===== src/hw/rtl/espl_pkg.sv =====
`timescale 1ns / 1ps

package espl_pkg;

	// One input beat: encoder reading, target and the two tick flags.
	typedef struct packed {
		logic [15:0]        encoder_count;
		logic signed [15:0] target_rpm;
		logic               stop;
		logic               clear;
	} in_beat_t;

	// One result beat.
	typedef struct packed {
		logic [15:0]        drive_value;
		logic signed [15:0] speed_rpm;
		logic               limited;
	} out_beat_t;

	// Configuration register indexes.
	typedef enum logic [2:0] {
		REG_GAIN_P      = 3'd0,
		REG_GAIN_I      = 3'd1,
		REG_GAIN_D      = 3'd2,
		REG_DRIVE_LOW   = 3'd3,
		REG_DRIVE_HIGH  = 3'd4,
		REG_INT_LIMIT   = 3'd5
	} cfg_reg_t;

	localparam int CFG_IDX_W  = 3;
	localparam int CFG_DATA_W = 32;
	localparam int GAIN_W     = 32;
	localparam int LIMIT_W    = 16;

	// Shared multiplier: signed operands, full-width registered product.
	localparam int MUL_W  = 33;
	localparam int PROD_W = 2 * MUL_W;

	// Error, integral and previous error are signed Q.9 in 28 bits.
	localparam int ERR_W  = 28;
	localparam int FRAC_W = 9;
	localparam logic signed [ERR_W-1:0] ERR_MAX = 28'sh7FF_FFFF;
	localparam logic signed [ERR_W-1:0] ERR_MIN = -28'sh800_0000;

	// 375/512 rpm per count.
	localparam logic signed [MUL_W-1:0] SPEED_SCALE = 33'sd375;

	// x/100 for 0 <= x <= 2^27 as (x * ceil(2^34/100)) >> 34, exact below 2^30.
	localparam logic signed [MUL_W-1:0] DIV100_MUL = 33'sd171798692;
	localparam int                      DIV100_SHIFT = 34;

	// Drive accumulator is signed Q.25.
	localparam int ACC_W      = 64;
	localparam int DRIVE_FRAC = 25;
	localparam logic signed [ACC_W-1:0] ACC_INIT = 64'sd1000 <<< DRIVE_FRAC;

	// Derivative product saturates to +-2^54 before the factor 100.
	localparam int D_W = 56;
	localparam logic signed [D_W-1:0] DSAT = 56'sd18014398509481984;

	// Register reset values.
	localparam logic signed [GAIN_W-1:0] GAIN_P_RST     = 32'sd3277;
	localparam logic signed [GAIN_W-1:0] GAIN_I_RST     = 32'sd0;
	localparam logic signed [GAIN_W-1:0] GAIN_D_RST     = 32'sd0;
	localparam logic [LIMIT_W-1:0]       DRIVE_LOW_RST  = 16'd1000;
	localparam logic [LIMIT_W-1:0]       DRIVE_HIGH_RST = 16'd2000;
	localparam logic [LIMIT_W-1:0]       INT_LIMIT_RST  = 16'd500;

endpackage


===== src/hw/rtl/encoder_speed_pid_loop_unit.sv =====
`timescale 1ns / 1ps
// out_valid rises as the sequencer leaves ST_LO, the last of its states after an
// input beat is accepted, later only while an earlier result is still waiting on out_ready.
// One item is in work at a time: in_ready stays low until the sequencer is idle again,
// as the single shared 33x33 multiplier and the accumulator walk the PID terms in turn.
// Reset (arst_n low) restores the register defaults and clears the count,
// integral and error history; no result is pending after reset.
module encoder_speed_pid_loop_unit #(
	parameter int COUNT_WIDTH = 16
) (
	input  logic                               clk,
	input  logic                               arst_n,
	input  logic                               in_valid,
	output logic                               in_ready,
	input  espl_pkg::in_beat_t                 in_data,
	output logic                               out_valid,
	input  logic                               out_ready,
	output espl_pkg::out_beat_t                out_data,
	input  logic                               cfg_we,
	input  logic [espl_pkg::CFG_IDX_W-1:0]     cfg_idx,
	input  logic [espl_pkg::CFG_DATA_W-1:0]    cfg_data
);

	localparam int SPEED_W = COUNT_WIDTH + espl_pkg::FRAC_W;
	localparam int ER_W    = ((SPEED_W > espl_pkg::ERR_W) ? SPEED_W : espl_pkg::ERR_W) + 1;
	localparam int I_W     = espl_pkg::ERR_W + 1;

	typedef enum logic [3:0] {
		ST_IDLE, ST_SPEED, ST_ERR, ST_DIV, ST_INT, ST_P, ST_I, ST_D,
		ST_D6, ST_D5, ST_D2, ST_HI, ST_LO
	} state_t;

	state_t state_q;

	// Configuration registers.
	logic signed [espl_pkg::GAIN_W-1:0] gain_p_q, gain_i_q, gain_d_q;
	logic [espl_pkg::LIMIT_W-1:0]       drive_low_q, drive_high_q, int_limit_q;

	// Loop state.
	logic [COUNT_WIDTH-1:0]              prev_count_q;
	logic signed [espl_pkg::ERR_W-1:0]   integ_q;
	logic signed [espl_pkg::ERR_W-1:0]   perr_q;

	// Per-item working registers.
	logic [COUNT_WIDTH-1:0]              now_q;
	logic signed [15:0]                  target_q;
	logic                                tpos_q;
	logic signed [SPEED_W-1:0]           spd_q;
	logic signed [espl_pkg::ERR_W-1:0]   err_q;
	logic signed [espl_pkg::ERR_W:0]     deriv_q;
	logic signed [15:0]                  rpm_q;
	logic signed [espl_pkg::ACC_W-1:0]   acc_q;
	logic signed [espl_pkg::D_W-1:0]     d_q;
	logic signed [espl_pkg::ACC_W-1:0]   v_q;

	logic signed [espl_pkg::MUL_W-1:0]   mul_a, mul_b;
	logic signed [espl_pkg::PROD_W-1:0]  prod;

	logic [COUNT_WIDTH-1:0]              udiff;
	logic [espl_pkg::ERR_W-1:0]          err_mag;
	logic signed [SPEED_W-1:0]           spd;
	logic signed [ER_W-1:0]              tgt_w, err_raw;
	logic signed [espl_pkg::ERR_W-1:0]   err_sat;
	logic signed [SPEED_W-1:0]           rsum, rq;
	logic signed [15:0]                  rpm_sat;
	logic [espl_pkg::ERR_W-1:0]          quot;
	logic signed [I_W-1:0]               qs, isum, ilim, integ_new;
	logic signed [espl_pkg::D_W-1:0]     d_sat;
	logic signed [espl_pkg::ACC_W-1:0]   hi_lim, lo_lim, vfin, acc_add;
	logic                                accept_in, out_free;

	assign accept_in = in_valid && in_ready;
	assign in_ready  = (state_q == ST_IDLE);
	assign out_free  = !out_valid || out_ready;

	espl_mul u_mul (
		.clk (clk),
		.a   (mul_a),
		.b   (mul_b),
		.p_q (prod)
	);

	assign udiff   = now_q - prev_count_q;
	assign err_mag = err_q[espl_pkg::ERR_W-1] ? espl_pkg::ERR_W'(-err_q)
	                                          : espl_pkg::ERR_W'(err_q);

	// Operand selection for the shared multiplier; the product is registered in
	// espl_mul and read in the state after the operands.
	always_comb begin
		mul_a = '0;
		mul_b = '0;
		case (state_q)
			ST_SPEED: begin
				mul_a = espl_pkg::MUL_W'($signed(udiff));
				mul_b = espl_pkg::SPEED_SCALE;
			end
			ST_DIV: begin
				mul_a = $signed({{(espl_pkg::MUL_W - espl_pkg::ERR_W){1'b0}}, err_mag});
				mul_b = espl_pkg::DIV100_MUL;
			end
			ST_INT: begin
				mul_a = espl_pkg::MUL_W'(gain_p_q);
				mul_b = espl_pkg::MUL_W'(err_q);
			end
			ST_P: begin
				mul_a = espl_pkg::MUL_W'(gain_i_q);
				mul_b = espl_pkg::MUL_W'(integ_q);
			end
			ST_I: begin
				mul_a = espl_pkg::MUL_W'(gain_d_q);
				mul_b = espl_pkg::MUL_W'(deriv_q);
			end
			default: begin
				mul_a = '0;
				mul_b = '0;
			end
		endcase
	end

	// Speed and error.
	always_comb begin
		spd     = $signed(prod[SPEED_W-1:0]);
		tgt_w   = ER_W'($signed({target_q, {espl_pkg::FRAC_W{1'b0}}}));
		err_raw = tgt_w - ER_W'(spd);
		if (err_raw > ER_W'(espl_pkg::ERR_MAX)) begin
			err_sat = espl_pkg::ERR_MAX;
		end else if (err_raw < ER_W'(espl_pkg::ERR_MIN)) begin
			err_sat = espl_pkg::ERR_MIN;
		end else begin
			err_sat = err_raw[espl_pkg::ERR_W-1:0];
		end
	end

	// Speed in whole rpm, truncated toward zero and saturated to 16 bits.
	always_comb begin
		rsum = spd_q + (spd_q[SPEED_W-1] ? SPEED_W'(511) : SPEED_W'(0));
		rq   = rsum >>> espl_pkg::FRAC_W;
		if (rq > SPEED_W'(32767)) begin
			rpm_sat = 16'sh7FFF;
		end else if (rq < -$signed(SPEED_W'(32768))) begin
			rpm_sat = -16'sh8000;
		end else begin
			rpm_sat = rq[15:0];
		end
	end

	// Integral update: error/100 toward zero, then the symmetric clamp.
	always_comb begin
		quot = prod[espl_pkg::DIV100_SHIFT +: espl_pkg::ERR_W];
		qs   = err_q[espl_pkg::ERR_W-1] ? -$signed({1'b0, quot}) : $signed({1'b0, quot});
		isum = I_W'(integ_q) + qs;
		ilim = $signed({4'b0, int_limit_q, {espl_pkg::FRAC_W{1'b0}}});
		if (isum > ilim) begin
			integ_new = ilim;
		end else if (isum < -ilim) begin
			integ_new = -ilim;
		end else begin
			integ_new = isum;
		end
	end

	always_comb begin
		if (prod > espl_pkg::PROD_W'(espl_pkg::DSAT)) begin
			d_sat = espl_pkg::DSAT;
		end else if (prod < espl_pkg::PROD_W'(-espl_pkg::DSAT)) begin
			d_sat = -espl_pkg::DSAT;
		end else begin
			d_sat = prod[espl_pkg::D_W-1:0];
		end
	end

	// One add per cycle into the drive accumulator; 100*d is walked as
	// d*64 + d*32 + d*4.
	always_comb begin
		case (state_q)
			ST_P, ST_I: acc_add = prod[espl_pkg::ACC_W-1:0];
			ST_D6:      acc_add = espl_pkg::ACC_W'(d_q) <<< 6;
			ST_D5:      acc_add = espl_pkg::ACC_W'(d_q) <<< 5;
			ST_D2:      acc_add = espl_pkg::ACC_W'(d_q) <<< 2;
			default:    acc_add = '0;
		endcase
	end

	assign hi_lim = $signed({23'b0, drive_high_q, {espl_pkg::DRIVE_FRAC{1'b0}}});
	assign lo_lim = $signed({23'b0, drive_low_q, {espl_pkg::DRIVE_FRAC{1'b0}}});
	assign vfin   = (v_q < lo_lim) ? lo_lim : v_q;

	// Working registers.
	always_ff @(posedge clk) begin
		case (state_q)
			ST_IDLE: begin
				if (accept_in) begin
					now_q    <= COUNT_WIDTH'(in_data.encoder_count);
					target_q <= in_data.stop ? 16'sd0 : in_data.target_rpm;
					tpos_q   <= !in_data.stop && !in_data.target_rpm[15]
					            && (|in_data.target_rpm);
				end
			end
			ST_ERR: begin
				spd_q <= spd;
				err_q <= err_sat;
			end
			ST_DIV: begin
				rpm_q   <= rpm_sat;
				deriv_q <= I_W'(err_q) - I_W'(perr_q);
			end
			ST_INT: acc_q <= espl_pkg::ACC_INIT;
			ST_P, ST_I, ST_D6, ST_D5, ST_D2: acc_q <= acc_q + acc_add;
			ST_D:  d_q <= d_sat;
			ST_HI: v_q <= (acc_q > hi_lim) ? hi_lim : acc_q;
			default: begin
			end
		endcase
	end

	// Sequencer, configuration, loop state and the result register.
	always_ff @(posedge clk or negedge arst_n) begin
		if (!arst_n) begin
			state_q      <= ST_IDLE;
			out_valid    <= 1'b0;
			out_data     <= '0;
			gain_p_q     <= espl_pkg::GAIN_P_RST;
			gain_i_q     <= espl_pkg::GAIN_I_RST;
			gain_d_q     <= espl_pkg::GAIN_D_RST;
			drive_low_q  <= espl_pkg::DRIVE_LOW_RST;
			drive_high_q <= espl_pkg::DRIVE_HIGH_RST;
			int_limit_q  <= espl_pkg::INT_LIMIT_RST;
			prev_count_q <= '0;
			integ_q      <= '0;
			perr_q       <= '0;
		end else begin
			if (cfg_we) begin
				unique case (cfg_idx)
					espl_pkg::REG_GAIN_P:     gain_p_q     <= $signed(cfg_data);
					espl_pkg::REG_GAIN_I:     gain_i_q     <= $signed(cfg_data);
					espl_pkg::REG_GAIN_D:     gain_d_q     <= $signed(cfg_data);
					espl_pkg::REG_DRIVE_LOW:  drive_low_q  <= cfg_data[espl_pkg::LIMIT_W-1:0];
					espl_pkg::REG_DRIVE_HIGH: drive_high_q <= cfg_data[espl_pkg::LIMIT_W-1:0];
					espl_pkg::REG_INT_LIMIT:  int_limit_q  <= cfg_data[espl_pkg::LIMIT_W-1:0];
					default: begin
					end
				endcase
			end

			// In the last state a taken beat is replaced by the new one below.
			if (out_valid && out_ready && (state_q != ST_LO)) begin
				out_valid <= 1'b0;
			end

			unique case (state_q)
				ST_IDLE: begin
					if (accept_in) begin
						// Clear makes this tick's count difference zero.
						if (in_data.clear) begin
							prev_count_q <= COUNT_WIDTH'(in_data.encoder_count);
							integ_q      <= '0;
							perr_q       <= '0;
						end
						state_q <= ST_SPEED;
					end
				end
				ST_SPEED: begin
					prev_count_q <= now_q;
					state_q      <= ST_ERR;
				end
				ST_ERR: state_q <= ST_DIV;
				ST_DIV: begin
					perr_q  <= err_q;
					state_q <= ST_INT;
				end
				ST_INT: begin
					integ_q <= integ_new[espl_pkg::ERR_W-1:0];
					state_q <= ST_P;
				end
				ST_P:  state_q <= ST_I;
				ST_I:  state_q <= ST_D;
				ST_D:  state_q <= ST_D6;
				ST_D6: state_q <= ST_D5;
				ST_D5: state_q <= ST_D2;
				ST_D2: state_q <= ST_HI;
				ST_HI: state_q <= ST_LO;
				ST_LO: begin
					if (out_free) begin
						out_valid          <= 1'b1;
						out_data.speed_rpm <= rpm_q;
						if (tpos_q) begin
							out_data.drive_value <= vfin[espl_pkg::DRIVE_FRAC +: 16];
							out_data.limited     <= (vfin != acc_q);
						end else begin
							// A target of zero or less holds the motor at the
							// lower limit and empties the integral.
							out_data.drive_value <= drive_low_q;
							out_data.limited     <= 1'b1;
							integ_q              <= '0;
						end
						state_q <= ST_IDLE;
					end
				end
				default: state_q <= ST_IDLE;
			endcase
		end
	end

endmodule


===== src/hw/rtl/espl_mul.sv =====
`timescale 1ns / 1ps

module espl_mul (
	input  logic                                 clk,
	input  logic signed [espl_pkg::MUL_W-1:0]    a,
	input  logic signed [espl_pkg::MUL_W-1:0]    b,
	output logic signed [espl_pkg::PROD_W-1:0]   p_q
);

	always_ff @(posedge clk) begin
		p_q <= a * b;
	end

endmodule


===== config.mk =====
export PLATFORM = sky130hd
export DESIGN_NAME = encoder_speed_pid_loop_unit
export DESIGN_NICKNAME = d
export VERILOG_FILES = /design/src/hw/rtl/espl_pkg.sv /design/src/hw/rtl/encoder_speed_pid_loop_unit.sv /design/src/hw/rtl/espl_mul.sv
export SDC_FILE = /design/constraint.sdc
export NUM_CORES = 2
export LEC_CHECK = 0
export BUFFER_PORTS_ARGS = -buffer_cell sky130_fd_sc_hd__buf_2
export CORE_UTILIZATION = 55
export CTS_CLUSTER_DIAMETER = 30
export DETAILED_ROUTE_END_ITERATION = 8
export HOLD_SLACK_MARGIN = 0.15
export PLACE_DENSITY = 0.71
export SETUP_SLACK_MARGIN = 0.3
export SYNTH_ARGS = -nofsm -noshare
export SYNTH_HDL_FRONTEND = slang
export SYNTH_SLANG_ARGS = --single-unit

===== constraint.sdc =====
create_clock -name clk -period 17.7 [get_ports clk]
set_input_delay 1.77 -clock clk [delete_from_list [all_inputs] [get_ports clk]]
set_output_delay 1.77 -clock clk [all_outputs]
set_load 0.01 [all_outputs]

**Yosys cells after proc, flatten, opt, wreduce, memory -nomap -nowiden**

Cells that the tools add are included.

- Flip-flop bits (word level): 635
- Output and inout bits: 35
- Logic and storage cells: 132

- Add/subtract/negate cells: 9
- Multiply operators: 1
- $lt $le $gt $ge: 10
- Equal/unequal tests: 23
- Mux-type cells: 31
- Reductions and logical operators: 31

Operators by type and width:

| kind | count |
|---|---|
| 33-bit one-hot mux with 5 select lines | 2 |
| 64-bit one-hot mux with 4 select lines | 1 |
| 28-bit 2-to-1 mux | 8 |
| 64-bit one-hot mux with 2 select lines | 1 |
| 28-bit one-hot mux with 3 select lines | 1 |
| 66-bit by 56-bit greater-than comparator with 1-bit output, second input constant | 1 |
| 66-bit by 55-bit less-than comparator with 1-bit output, second input constant | 1 |
| 33-bit by 33-bit multiplier with 66-bit output | 1 |
| 64-bit adder | 1 |
| 64-bit by 42-bit greater-than comparator with 1-bit output | 1 |
| 64-bit by 42-bit less-than comparator with 1-bit output | 1 |
| 16-bit 2-to-1 mux | 4 |
| 64-bit 2-to-1 mux | 1 |
| 64-bit != test | 1 |
| 56-bit 2-to-1 mux | 1 |
| 28-bit one-hot mux with 2 select lines | 1 |
| 4-bit one-hot mux with 13 select lines | 1 |
| 41-bit 2-to-1 mux | 1 |
| 16-bit one-hot mux with 2 select lines | 1 |
| 28-bit by 29-bit adder with 29-bit output | 1 |
| 29-bit by 26-bit greater-than comparator with 1-bit output | 1 |
| 29-bit less-than comparator | 1 |
| 29-bit 2-to-1 mux | 1 |
| 25-bit negator with 29-bit output | 1 |
| 36 further kinds | 70 |

**Depth between registers and ports, before layout**

- Depth after elaboration: 7
- Gate-level depth with buffers: 40
- Gate-level depth less buffers: 39

**By module**

From an unflattened synthesis, not the netlist that was laid out.

- Cell total of the unflattened synthesis: 7925
- Area total of the unflattened synthesis: 76723.6 um^2

By module, submodules not included:

| module | instances | cells each | area an instance (um^2) | sequential area each (um^2) |
|---|---|---|---|---|
| espl_mul | 1 | 4292 | 40363.7 | 1321.3 |
| encoder_speed_pid_loop_unit | 1 | 3633 | 36359.9 | 15791.4 |

**Least setup slack after synthesis**

No wires, ideal clock.

- Path kind: flip-flop to flip-flop
- From: reg prev_count_q[1]
- To: reg u_mul.p_q[63] (netlist bit)
- Setup time: 0.123 ns
- Data arrival time: 10.175 ns
- Required time: 17.577 ns
- Path slack: 7.401 ns
- Cell stages (with the launch flop): 36
- Path buffers: 2
- Period minus slack after synthesis: 10.299 ns
- Path through: dfrtp_1 inv_1 ha_1 nor2b_1 o21a_1 o21ai_0 a211oi_1 nor3_1 nor2_1 o211ai_1 xnor2_1 nand2b_1 clkbuf_1 clkbuf_1 o21ai_0 fa_1 fa_1 fa_1 fa_1 fa_1 fa_1 fa_1 inv_1 fa_1 inv_1 ha_1 a2111oi_0 o21ai_0 nor2_1 a221oi_1 nor3_1 a21oi_1 or4b_2 nand3_1 a21oi_1 xor2_1

- Word-level cells in the longest chain between the ends: 3

RTL lines:

| what | RTL line | RTL |
|---|---|---|
| from (decl) | encoder_speed_pid_loop_unit.sv:40 | `logic [COUNT_WIDTH-1:0] prev_count_q;` |
| from (signal assigned) | encoder_speed_pid_loop_unit.sv:255 | `prev_count_q <= COUNT_WIDTH'(in_data.encoder_count);` |
| from (signal assigned) | encoder_speed_pid_loop_unit.sv:263 | `prev_count_q <= now_q;` |
| 16-bit subtractor | encoder_speed_pid_loop_unit.sv:83 | `assign udiff = now_q - prev_count_q;` |
| 33-bit one-hot mux with 5 select lines | encoder_speed_pid_loop_unit.sv:92 | `case (state_q)` |
| 33-bit by 33-bit multiplier with 66-bit output | espl_mul.sv:11 | `p_q <= a * b;` |
| to (signal assigned) | espl_mul.sv:11 |  |
| to (decl) | espl_mul.sv:7 | `output logic signed [espl_pkg::PROD_W-1:0] p_q` |

Every way passes these cells.
A chain may end at the register's enable or synchronous reset.

**Final worst setup path**

- From: reg err_q[2] (netlist bit)
- To: reg u_mul.p_q[58] (netlist bit)

- Word-level cells in the longest chain between the ends: 4

RTL lines:

| what | RTL line | RTL |
|---|---|---|
| from (decl) | encoder_speed_pid_loop_unit.sv:49 | `logic signed [espl_pkg::ERR_W-1:0] err_q;` |
| from (signal assigned) | encoder_speed_pid_loop_unit.sv:201 | `err_q <= err_sat;` |
| 28-bit negator | encoder_speed_pid_loop_unit.sv:84 | `assign err_mag = err_q[espl_pkg::ERR_W-1] ? espl_pkg::ERR_W'(-err_q)` |
| 28-bit 2-to-1 mux | encoder_speed_pid_loop_unit.sv:84 |  |
| 33-bit one-hot mux with 5 select lines | encoder_speed_pid_loop_unit.sv:92 |  |
| 33-bit by 33-bit multiplier with 66-bit output * | espl_mul.sv:11 |  |

Mark *: on every way between the ends. The rest lies on a longest branch, timed or not.

==> flow_metrics.py <==
metrics = {
    "critical_path": {
        "cp.arrival_ps": 12880,
        "start_kind": "flip-flop",
        "critPathCaptureType": "flip-flop",
        "cp_slowest_stage_delay_ps": 660,
        "r2r-start": "err_q[2]",
        "r2r-end": "u_mul.p_q[58]",
        "crit_required_ps": 18390,
        "crit_fanout": 9,
        "worst_path_max_delay_cell": "a31oi_1",
        "cp_common_cell": "fa_1",
        "worst-setup-path-type": "flip-flop to flip-flop",
        "reg2reg_depth": 30,
        "r2r_slack_ps": 5510,
    },
    "global_route": {
        "overflow": 0,
        "grt_pass1_vias": 61414,
        "antenna_found_initial": 15,
        "grt_max_degree": 96,
        "grt_pass1_wl_um": 374000,
        "grt_usage": 0.365,
    },
    "cts": {
        "ctsHoldBuffers": 0,
        "cts_sinks": 633,
        "clk_latency_ps": 780,
        "post-cts-setup-buffers": 0,
        "cts_tree": "yes",
        "cts_buffers": 145,
        "htreeDepth": 4,
        "clk_pin_slew_ps": 50,
        "cts_resized": 0,
        "clockBufferDepth": 3,
        "cts_root_buf": "clkbuf_16",
    },
    "logic_synthesis": {
        "ys_seq_elements": 633,
        "synth.area.top_cells": "fa_1 (30%), edfxtp_1 (13%), dfrtp_1 (7.6%)",
        "syn-num-nets": 9583,
        "syn_avg_cell_area_um2": 9.45,
        "synth_cell_type_count": 96,
        "yosysTopAreaCell": "fa_1",
        "syn-instance-count": 7941,
        "synth_ff_type": "edfxtp_1",
        "synth_seq_area_share": 0.228,
        "netlist.area_leader.share": 0.299,
        "synth-edff-count": 314,
        "async_flop_share": 0.400,
        "synth_area_mm2": 0.0751,
        "yosysWarnings": 0,
    },
    "detailed_routing": {
        "vias_per_cell": 6.11,
        "drt_wl_total_um": 248000,
        "drtIter0Drc": 6443,
        "first_pass_iters": 9,
        "antenna_left": 0,
        "post_drt_wl_per_cell_um": 25.1,
        "vias": 60369,
        "drc_errors": 24,
    },
    "timing": {
        "finalSetupViolations": 0,
        "rsz0062_at_grt": "false",
        "slew_viol_final": 0,
        "fin_crit_ps": 12190,
        "finClkSkew_ps": 50.6,
        "tns_ps": 0,
        "slew_headroom": 0.122,
        "tightest_slew_ps": 1320,
        "finalHoldViolCount": 0,
        "period_share": 0.689,
        "clock.fmax_mhz": 82.0,
    },
    "finish": {
        "fillers": 11278,
        "final_common_cell": "inv_1",
        "drive_gt1_frac": 0.0943,
        "layout_common_cells": "inv_1 (1,363), fa_1 (1,122), nand2_1 (970), nor2_1 (582), ha_1 (445)",
        "final_nets": 9612,
        "area_delta_synth_final_pct": 10.3,
        "final_core_util": 0.611,
    },
    "run_status": {
        "violations": "design-rule violations",
        "status": "finished, violations left",
    },
    "die": {
        "io_pins": 109,
        "initial_core_util": 0.554,
        "coreArea_mm2": 0.135,
        "rows": 135,
        "die_area_mm2": 0.138,
        "die_x_um": 371,
        "fp.dieH_um": 371,
    },
    "min_path": {
        "min_path_type": "flip-flop to flip-flop",
        "worstHoldPathCells": 2,
        "hold_end": "out_data[20]",
        "hold_path_startpoint": "out_data[20]",
    },
    "place": {
        "hpwlAfterDp_um": 194000,
        "gp_congestion": 1.04,
        "io_buffer_count": 108,
    },
    "flow_run": {
        "max_cap_viol_count": 0,
    },
}
-- Yosys cell counts, types with 16 or more instances --
| cell | count |
|---|---|
| a211oi_1 | 43 |
| dfrtp_1 | 228 |
| nand2b_1 | 51 |
| o211ai_1 | 24 |
| o21ai_1 | 19 |
| nand3_1 | 75 |
| o31ai_1 | 63 |
| a222oi_1 | 80 |
| nand2_1 | 971 |
| a21oi_1 | 315 |
| ha_1 | 446 |
| o21ai_0 | 286 |
| dfstp_2 | 25 |
| dfxtp_1 | 66 |
| or3_1 | 36 |
| nor4_1 | 39 |
| buf_1 | 40 |
| mux2_2 | 159 |
| edfxtp_1 | 314 |
| nor2b_1 | 92 |
| nor3_1 | 72 |
| and3_1 | 50 |
| a31oi_1 | 42 |
| nor2_1 | 591 |
| a21boi_0 | 20 |
| a21o_1 | 113 |
| xnor2_1 | 208 |
| inv_1 | 1364 |
| xor2_1 | 96 |
| or4_1 | 16 |
| mux2i_1 | 38 |
| fa_1 | 1122 |
| o21a_1 | 52 |
| and2_1 | 88 |
| nand4_1 | 64 |
| clkbuf_1 | 309 |
| o21bai_1 | 34 |
| and4_1 | 23 |
-- state kept, by name, indices dropped and copies added (netlist names), 4 cells and up --
register,cells
drive_high_q,16
now_q,16
out_data,33
drive_low_q,16
u_mul.p_q,66
err_q,27
deriv_q,29
target_q,16
gain_p_q,32
prev_count_q,16
integ_q,28
rpm_q,16
d_q,56
state_q,4
v_q,64
int_limit_q,16
perr_q,27
gain_i_q,32
gain_d_q,32
acc_q,64
spd_q,25
-- cell families (layout without fill, tap and decap cells) --
kind of cell,Yosys count,in the layout,share of synthesized area
buffers and inverters,1732,1883,0.0874
adder cells (fa/ha/maj),1568,1568,0.373
AND/OR/NAND/NOR,2230,2230,0.134
AO/OA/AOI/OAI,1276,1276,0.113
multiplexers,197,197,0.0289
other,0,9,0
XOR/XNOR,305,305,0.0357
flip-flops,633,633,0.228
-- layout make-up --
type / count / area, um2 / share of cell area
flip-flops and latches: 633 / 17100 / 0.207
well taps: 1781 / 2230 / 0.0269
repair buffers: 249 / 1610 / 0.0194
diodes: 9 / 22.5 / 0.000272
multi-input cells: 5576 / 51700 / 0.624
inverters: 1365 / 5120 / 0.0619
clock buffers: 175 / 3880 / 0.0469
clock inverters: 94 / 1150 / 0.0139
-- per-layer routing --
layer	track usage	vias up	wire length [um]	share of wire
met5	0	-	102	0.00041
met4	0.206	16	16300	0.066
met3	0.111	853	29900	0.12
met2	0.559	3359	110000	0.44
met1	0.461	30126	92000	0.37
li1	-	26015	-	-
-- critical path, delay by kind of cell, from the launching register on --
family	cells	cell delay [ps]
adders and majority gates	9	4740
DFF	1	520
buffers and inverters	2	160
xor gates and xnor gates	2	640
and+or+nand+nor	8	2790
AOI/OAI and AO/OA	9	3230
-- metrics by stage --
| stage | setup slack (ps) | cell area [um2] | hold WS [ps] | cells |
|---|---|---|---|---|
| 6_report | 5510 | 82800 | 469 | 9882 |
| 3_5_place_dp | 5880 | 77800 | 465 | 9604 |
| 3_3_place_gp | 5950 | 77800 | 457 | 9604 |
| 2_1_floorplan | 7400 | 75100 | 452 | 7941 |
| 4_1_cts | 5820 | 82800 | 474 | 9873 |
| 5_1_grt | 5220 | 82800 | 482 | 9873 |
-- how the worst max path moves through the flow --
stage	startpoint	end
floorplan	prev_count_q[1]	u_mul.p_q[63]
global placement	err_q[2]	u_mul.p_q[58]
detailed placement	state_q[2]	u_mul.p_q[63]
CTS	err_q[2]	u_mul.p_q[58]
global route	state_q[2]	u_mul.p_q[63]
finish	err_q[2]	u_mul.p_q[58]
Power is not shown: default switching activity piles up to over one toggle a cycle in this logic, so the estimate is an artifact.
